**config.mk**
```make
export PLATFORM = sky130hd
export DESIGN_NAME = crc16_checked_frame_sync
export DESIGN_NICKNAME = d
export VERILOG_FILES = /design/src/crcfs_pkg.sv /design/src/crcfs_window.sv /design/src/crcfs_crc_unit.sv /design/src/crc16_checked_frame_sync.sv
export SDC_FILE = /design/constraint.sdc
export NUM_CORES = 1
export LEC_CHECK = 0
export BUFFER_PORTS_ARGS = -buffer_cell sky130_fd_sc_hd__buf_2
export CORE_MARGIN = 3
export CORE_UTILIZATION = 55
export DETAILED_ROUTE_END_ITERATION = 10
export GPL_ROUTABILITY_DRIVEN = 0
export GPL_TIMING_DRIVEN = 0
export PLACE_DENSITY = 0.74
export SLEW_MARGIN = 30
export SYNTH_ARGS = -nofsm -noshare
export SYNTH_HDL_FRONTEND = slang
export SYNTH_SLANG_ARGS = --single-unit
```
**constraint.sdc**
```tcl
create_clock -name clk -period 6.66 [get_ports clk]
set_clock_uncertainty 0.2 [all_clocks]
set_input_delay 0.333 -clock clk [delete_from_list [all_inputs] [get_ports clk]]
set_output_delay 0.333 -clock clk [all_outputs]
set_load 0.02 [all_outputs]
```
**src/crcfs_pkg.sv**
```systemverilog
// ----------------------------------------------------------------------------
// crcfs_pkg: shared types, constants and the CRC step for the frame sync
// Frame layout, header pattern and CRC-16 (0x8005, MSB-first) byte update.
// ----------------------------------------------------------------------------
`default_nettype none

package crcfs_pkg;

	localparam int FRAME_BYTES = 18;
	localparam int HDR_LEN     = 7;
	localparam int CRC_BYTES   = 16;
	localparam int CNT_W       = $clog2(FRAME_BYTES + 1);
	localparam int IDX_W       = $clog2(CRC_BYTES);

	localparam logic [15:0] CRC_INIT = 16'hFFFF;
	localparam logic [15:0] CRC_POLY = 16'h8005;
	localparam logic [15:0] CRC_TOP  = 16'h8000;

	localparam logic [7:0] HDR_PAT [HDR_LEN] = '{
		8'h57, 8'h44, 8'h53, 8'h44, 8'h41, 8'h54, 8'h41
	};

	typedef enum logic [1:0] {
		ST_IDLE,
		ST_CHECK,
		ST_CRC,
		ST_CMP
	} fsm_state_t;

	typedef struct packed {
		logic init;
		logic step;
	} crc_ctl_t;

	typedef struct packed {
		logic        full;
		logic        hdr_ok;
		logic [15:0] rx_crc;
	} win_status_t;

	function automatic logic [15:0] crc_byte_step(input logic [15:0] crc_in,
	                                              input logic [7:0]  data);
		logic [15:0] c;
		c = crc_in ^ {data, 8'h00};
		for (int b = 0; b < 8; b++) begin
			if ((c & CRC_TOP) != 16'h0000) begin
				c = {c[14:0], 1'b0} ^ CRC_POLY;
			end else begin
				c = {c[14:0], 1'b0};
			end
		end
		return c;
	endfunction

endpackage

`default_nettype wire

```
**src/crcfs_window.sv**
```systemverilog
// ----------------------------------------------------------------------------
// crcfs_window: byte window and arrival counter
// Shifts received bytes into an 18-byte window, counts bytes since the last
// accepted frame and flags a candidate header.
// ----------------------------------------------------------------------------
`default_nettype none

module crcfs_window (
	input  wire logic                        clk,
	input  wire logic                        arst_n,
	input  wire logic                        shift_en,
	input  wire logic [7:0]                  shift_byte,
	input  wire logic                        clear_cnt,
	input  wire logic [crcfs_pkg::IDX_W-1:0] rd_idx,
	output logic [7:0]                       rd_byte,
	output crcfs_pkg::win_status_t           status,
	output logic [31:0]                      word_x,
	output logic [31:0]                      word_y
);
	import crcfs_pkg::*;

	logic [7:0]       win_q [FRAME_BYTES];
	logic [CNT_W-1:0] cnt_q;
	logic             hdr_match;

	// Byte 0 is the oldest.
	always_ff @(posedge clk) begin
		if (shift_en) begin
			for (int i = 0; i < FRAME_BYTES - 1; i++) begin
				win_q[i] <= win_q[i+1];
			end
			win_q[FRAME_BYTES-1] <= shift_byte;
		end
	end

	always_ff @(posedge clk or negedge arst_n) begin
		if (!arst_n) begin
			cnt_q <= '0;
		end else if (clear_cnt) begin
			cnt_q <= '0;
		end else if (shift_en && (cnt_q != CNT_W'(FRAME_BYTES))) begin
			cnt_q <= cnt_q + CNT_W'(1);
		end
	end

	always_comb begin
		hdr_match = 1'b1;
		for (int i = 0; i < HDR_LEN; i++) begin
			if (win_q[i] != HDR_PAT[i]) begin
				hdr_match = 1'b0;
			end
		end
	end

	assign status.full   = (cnt_q == CNT_W'(FRAME_BYTES));
	assign status.hdr_ok = hdr_match;
	assign status.rx_crc = {win_q[17], win_q[16]};
	assign rd_byte       = win_q[{1'b0, rd_idx}];
	assign word_x        = {win_q[11], win_q[10], win_q[9], win_q[8]};
	assign word_y        = {win_q[15], win_q[14], win_q[13], win_q[12]};

endmodule

`default_nettype wire

```
**src/crcfs_crc_unit.sv**
```systemverilog
// ----------------------------------------------------------------------------
// crcfs_crc_unit: shared bytewise CRC-16 engine
// Holds the running CRC and folds in one window byte per step.
// ----------------------------------------------------------------------------
`default_nettype none

module crcfs_crc_unit (
	input  wire logic                clk,
	input  wire logic                arst_n,
	input  wire crcfs_pkg::crc_ctl_t ctl,
	input  wire logic [7:0]          data,
	output logic [15:0]              crc
);
	import crcfs_pkg::*;

	logic [15:0] crc_q;

	always_ff @(posedge clk or negedge arst_n) begin
		if (!arst_n) begin
			crc_q <= CRC_INIT;
		end else if (ctl.init) begin
			crc_q <= CRC_INIT;
		end else if (ctl.step) begin
			crc_q <= crc_byte_step(crc_q, data);
		end
	end

	assign crc = crc_q;

endmodule

`default_nettype wire

```
**src/crc16_checked_frame_sync.sv**
```systemverilog
// ----------------------------------------------------------------------------
// crc16_checked_frame_sync: CRC-checked 18-byte frame finder
// Finds "WDSDATA" frames in a byte stream and emits their two payload words.
// ----------------------------------------------------------------------------
// Input channel: data_byte with in_valid / in_stall, one byte per request.
// Output channel: rot_x_bits / rot_y_bits with out_valid / out_stall, one
// request per frame whose CRC-16 over bytes 0..15 matches bytes 16..17.
// Each byte is taken in ST_IDLE, then the header is checked in the next
// cycle in ST_CHECK. A candidate then runs through the bytewise CRC engine
// in ST_CRC (one window byte per cycle) and a compare step in ST_CMP, and
// the result is visible the cycle after the compare. in_stall is high while
// a byte is being worked on.
// The output register holds one result; a finished frame waits in the
// compare step only while that register is full and out_stall is high.
// Reset clears the byte counter, the sequencer and out_valid; no frame is
// checked until 18 bytes have arrived after reset or after a good frame.
// ----------------------------------------------------------------------------
`default_nettype none

module crc16_checked_frame_sync (
	input  wire logic        clk,
	input  wire logic        arst_n,
	input  wire logic        in_valid,
	output logic             in_stall,
	input  wire logic [7:0]  data_byte,
	output logic             out_valid,
	input  wire logic        out_stall,
	output logic [31:0]      rot_x_bits,
	output logic [31:0]      rot_y_bits
);
	import crcfs_pkg::*;

	fsm_state_t       state_q, state_d;
	logic [IDX_W-1:0] idx_q;
	win_status_t      win_st;
	crc_ctl_t         crc_ctl;
	logic [7:0]       rd_byte;
	logic [31:0]      word_x, word_y;
	logic [15:0]      crc_val;
	logic             in_take;
	logic             out_free;
	logic             crc_match;
	logic             load_out;
	logic             clear_cnt;
	logic             out_valid_q;
	logic [31:0]      rot_x_q, rot_y_q;

	assign in_take   = in_valid && !in_stall;
	assign out_free  = !out_valid_q || !out_stall;
	assign crc_match = (crc_val == win_st.rx_crc);

	crcfs_window u_window (
		.clk        (clk),
		.arst_n     (arst_n),
		.shift_en   (in_take),
		.shift_byte (data_byte),
		.clear_cnt  (clear_cnt),
		.rd_idx     (idx_q),
		.rd_byte    (rd_byte),
		.status     (win_st),
		.word_x     (word_x),
		.word_y     (word_y)
	);

	crcfs_crc_unit u_crc (
		.clk    (clk),
		.arst_n (arst_n),
		.ctl    (crc_ctl),
		.data   (rd_byte),
		.crc    (crc_val)
	);

	always_comb begin
		state_d = state_q;
		unique case (state_q)
			ST_IDLE: begin
				if (in_take) begin
					state_d = ST_CHECK;
				end
			end
			ST_CHECK: begin
				if (win_st.full && win_st.hdr_ok) begin
					state_d = ST_CRC;
				end else begin
					state_d = ST_IDLE;
				end
			end
			ST_CRC: begin
				if (idx_q == IDX_W'(CRC_BYTES - 1)) begin
					state_d = ST_CMP;
				end
			end
			ST_CMP: begin
				// hold a good frame until the output register frees up
				if (!crc_match || out_free) begin
					state_d = ST_IDLE;
				end
			end
			default: state_d = ST_IDLE;
		endcase
	end

	always_comb begin
		in_stall     = 1'b1;
		crc_ctl.init = 1'b0;
		crc_ctl.step = 1'b0;
		load_out     = 1'b0;
		clear_cnt    = 1'b0;
		unique case (state_q)
			ST_IDLE: begin
				in_stall = 1'b0;
			end
			ST_CHECK: begin
				crc_ctl.init = 1'b1;
			end
			ST_CRC: begin
				crc_ctl.step = 1'b1;
			end
			ST_CMP: begin
				load_out  = crc_match && out_free;
				clear_cnt = crc_match && out_free;
			end
			default: begin
				in_stall = 1'b1;
			end
		endcase
	end

	always_ff @(posedge clk or negedge arst_n) begin
		if (!arst_n) begin
			state_q <= ST_IDLE;
			idx_q   <= '0;
		end else begin
			state_q <= state_d;
			if (state_q == ST_CRC) begin
				idx_q <= idx_q + IDX_W'(1);
			end else begin
				idx_q <= '0;
			end
		end
	end

	always_ff @(posedge clk or negedge arst_n) begin
		if (!arst_n) begin
			out_valid_q <= 1'b0;
		end else if (load_out) begin
			out_valid_q <= 1'b1;
		end else if (!out_stall) begin
			out_valid_q <= 1'b0;
		end
	end

	always_ff @(posedge clk) begin
		if (load_out) begin
			rot_x_q <= word_x;
			rot_y_q <= word_y;
		end
	end

	assign out_valid  = out_valid_q;
	assign rot_x_bits = rot_x_q;
	assign rot_y_bits = rot_y_q;

endmodule

`default_nettype wire

```
==> qor.txt <==
NumNets Final -> 635
Leak Pwr -> 3.77 nW
Final Hold Viols -> 0
Fmax -> 267 MHz
Die Span X -> 135 µm
Routed len/inst -> 20.1 µm
CP startpoint kind -> register
Distinct cell type count after synthesis -> 44
Worst path cell trace -> buf_6, buf_12, buf_2, buf_1, a31oi_1, o311ai_1, o21ai_0, xnor2_1, xnor3_1, xor2_1, a21oi_1
Cts repair resizes -> 0
RSZ-0062 raised after global routing -> no
Pre-CTS setup slack -> 3.03 ns
Register area -> 6970 µm²
Post-synthesis sequential area ratio -> 76.0%
CP peak stage delay -> 0.58 ns
I/O Pins -> 78
Ys async rst share -> 11.9%
Hold Path Class -> in -> async
CTS tree -> done
Setup Fix Bufs, Post-CTS -> 0
Clock transition at path regs -> 0.06 ns
Die height -> 135 µm
Cells after Synth -> 498
CTS Buffer Depth -> 3
Post-CTS Hold Fix Bufs -> 10
Area share of the leading cell type in the synthesized netlist -> 68.1%
Final Cycle Share -> 56.3%
CP max FO -> 10
Slew Viols, Final -> 0
Largest cells by area after synthesis -> edfxtp_1 68%, dfstp_2 4.6%, mux4_2 3.9%
Total global routing overflow -> 0
Most frequent cell after synthesis -> edfxtp_1
Worst-case reg-to-reg path depth -> 11
Worst slew pin tran -> 1.03 ns
Area delta synth->final -> 18.3%
Number of global-route vias before repair -> 4955
Total number of vias -> 4843
Placed cell areas -> 9920 µm²
Setup Total Neg Slack -> 0 ns
Syn nets -> 518
Number of port buffers -> 77
Run status -> complete, no violations
Gr usage total -> 19.2%
Maximum VDD drop -> 0.512 mV
Post-synthesis cell area -> 9170 µm²
Post-synth top flop -> edfxtp_1
Crit path DAT -> 3.98 ns
Clock latency on the worst-skew pair -> 0.50 ns
R2r endpoint -> u_crc.crc[0]$_DFFE_PN1P_
Num CTS Buffers -> 24
EDFF count, synth -> 208
Die ar. -> 18300 µm²
First-pass iteration count of the detailed router -> 6
Largest net degree at the start of global routing -> 105
Crit path kind -> reg -> reg
Post-Route WL -> 17100 µm
Leading area contributor after synthesis -> edfxtp_1
Worst Path Buf+Inv -> 4
Minimum clock period -> 3.75 ns
Antenna violations before repair -> 0
CTS H-Tree Depth -> 1
CP Data Required Time -> 6.89 ns
CTS root buf -> clkbuf_16
Post-synth top cells -> 208 x edfxtp_1, 29 x mux2i_1, 28 x nor2_1
PwrDens -> 402 nW/µm²
Share of cells above drive strength 1 -> 26.2%
Flops & latches, synth -> 236
# fillers -> 1078
Delay-heaviest family, CP -> XOR/XNOR gates
Nature of the critical path endpoint -> register
Antenna cells -> 0
CP max stage cell -> buf_1
Core area -> 16100 µm²
Sink Count -> 236
Max-cap viol count -> 0
Syn_area_per_cell -> 18.4 µm²
First-pass GRT wire length -> 27400 µm
Slew HR -> 30.2%
Detailed Place HPWL -> 11300 µm
Via density -> 5.70
Drc violations -> 0
Post-DRT Antenna Nets -> 0
Setup ws final -> 2.91 ns
Reg2reg start -> idx_q[0]$_DFF_PN0_
Initial core utilization -> 56.9%
Initial drt markers -> 440
Final instance area -> 10900 µm²
Final setup fails -> 0
Footprint of the multi-input gates -> 2100 µm²
Ys Warns -> 0
Floorplan row count -> 46
R2R setup slack -> 2.91 ns
## logic make-up (layout without fill, tap and decap cells)
| family | Yosys count | in the layout | synth area share, % |
|---|---|---|---|
| XOR/XNOR | 44 | 44 | 4.87 |
| adder cells (fa/ha/maj) | 8 | 8 | 1.09 |
| AND/OR/NAND/NOR | 91 | 91 | 5.24 |
| AO/OA/AOI/OAI | 43 | 43 | 2.92 |
| buffers and inverters | 24 | 159 | 1.32 |
| multiplexers | 52 | 52 | 8.61 |
| flip-flops | 236 | 236 | 76.0 |
## power by group
group	internal, W	switching (W)	leakage, nW
Sequential	0.00201	0.000213	2.26
Combinational	0.000336	0.000404	1.10
Clock	0.000878	0.000522	0.410
## how the worst max path moves through the flow
stage | start | endpoint | slack [ns] | cells past startpoint
global route | idx_q[0]$_DFF_PN0_ | u_crc.crc[0]$_DFFE_PN1P_ | 2.76 | 11
CTS | idx_q[0]$_DFF_PN0_ | u_crc.crc[0]$_DFFE_PN1P_ | 2.99 | 11
finish | idx_q[0]$_DFF_PN0_ | u_crc.crc[0]$_DFFE_PN1P_ | 2.91 | 11
global placement | u_crc.crc[9]$_DFFE_PN1P_ | rot_x_bits[5]$_DFFE_PP_ | 0.11 | 5
detailed placement | idx_q[0]$_DFF_PN0_ | u_crc.crc[0]$_DFFE_PN1P_ | 3.03 | 11
floorplan | u_crc.crc[9]$_DFFE_PN1P_ | rot_x_bits[0]$_DFFE_PP_ | 1.45 | 5
## placed cells by master (no fill, tap or decap), types with 2 or more instances in the layout
cell type / n
a21oi_1: 15
a22oi_1: 9
and2_1: 4
buf_1: 2
buf_2: 83
buf_8: 3
bufinv_16: 5
clkbuf_1: 12
clkbuf_16: 25
clkinv_1: 4
clkinv_2: 5
dfrtp_1: 12
dfstp_2: 16
dlygate4sd3_1: 10
edfxtp_1: 208
ha_1: 8
inv_1: 5
mux2_2: 3
mux2i_1: 29
mux4_1: 4
mux4_2: 16
nand2_1: 17
nand3_1: 7
nand4_1: 9
nand4b_1: 3
nor2_1: 28
nor2b_1: 5
nor3_1: 2
nor4_1: 5
nor4b_1: 6
nor4bb_1: 3
o21ai_0: 7
o21ai_1: 2
o22a_1: 3
xnor2_1: 26
xnor3_1: 2
xor2_1: 13
xor2_2: 2
## area by class of cell
| class | instances | area share (%) |
|---|---|---|
| Sequential cell | 236 | 64.2 |
| Multi-Input combinational cell | 238 | 19.3 |
| Clock buffer | 30 | 5.94 |
| Timing Repair Buffer | 91 | 5.14 |
| Tap cell | 216 | 2.49 |
| Clock inverter | 14 | 1.75 |
| Buffer | 17 | 0.876 |
| Inverter | 7 | 0.311 |
## per-stage QoR
stage | cells | hold WS (ns) | power (W) | util [%]
final | 849 | 0.197 | 0.00436 | 67.4
after global routing | 849 | 0.237 | 0.00456 | 67.4
after CTS | 849 | 0.201 | 0.00439 | 67.4
after detailed placement | 795 | 0.200 | 0.00298 | 61.6
after global placement | 791 | 0.181 | 0.00296 | 61.0
after floorplan | 498 | -0.163 | 0.00276 | -
## worst reg2reg max path, delay by kind of cell, from the launching register on
family,cells,cell delay (ns)
AOI/OAI and AO/OA,4,0.72
xor gates and xnor gates,3,1.23
buffers and inverters,4,1.16
DFF,1,0.38
## layer usage
layer	global-route usage, %	share of wire [%]	up-vias	wire [µm]
li1	-	-	2173	-
met1	27.3	43	2470	7270
met2	31.2	49	172	8420
met3	3.53	6.2	28	1050
met4	5.43	2.0	0	340
met5	0	0	-	0
## flip-flops by register name, summed over array words and instances, names as in the netlist, named ones only
| name | cells |
|---|---|
| idx_q | 4 |
| out_valid | 1 |
| rot_x_bits | 32 |
| rot_y_bits | 32 |
| state_q | 1 |
| u_crc.crc | 16 |
| u_window.cnt_q | 5 |
| u_window.win_q | 144 |
Power figures use the tool's default switching activity.
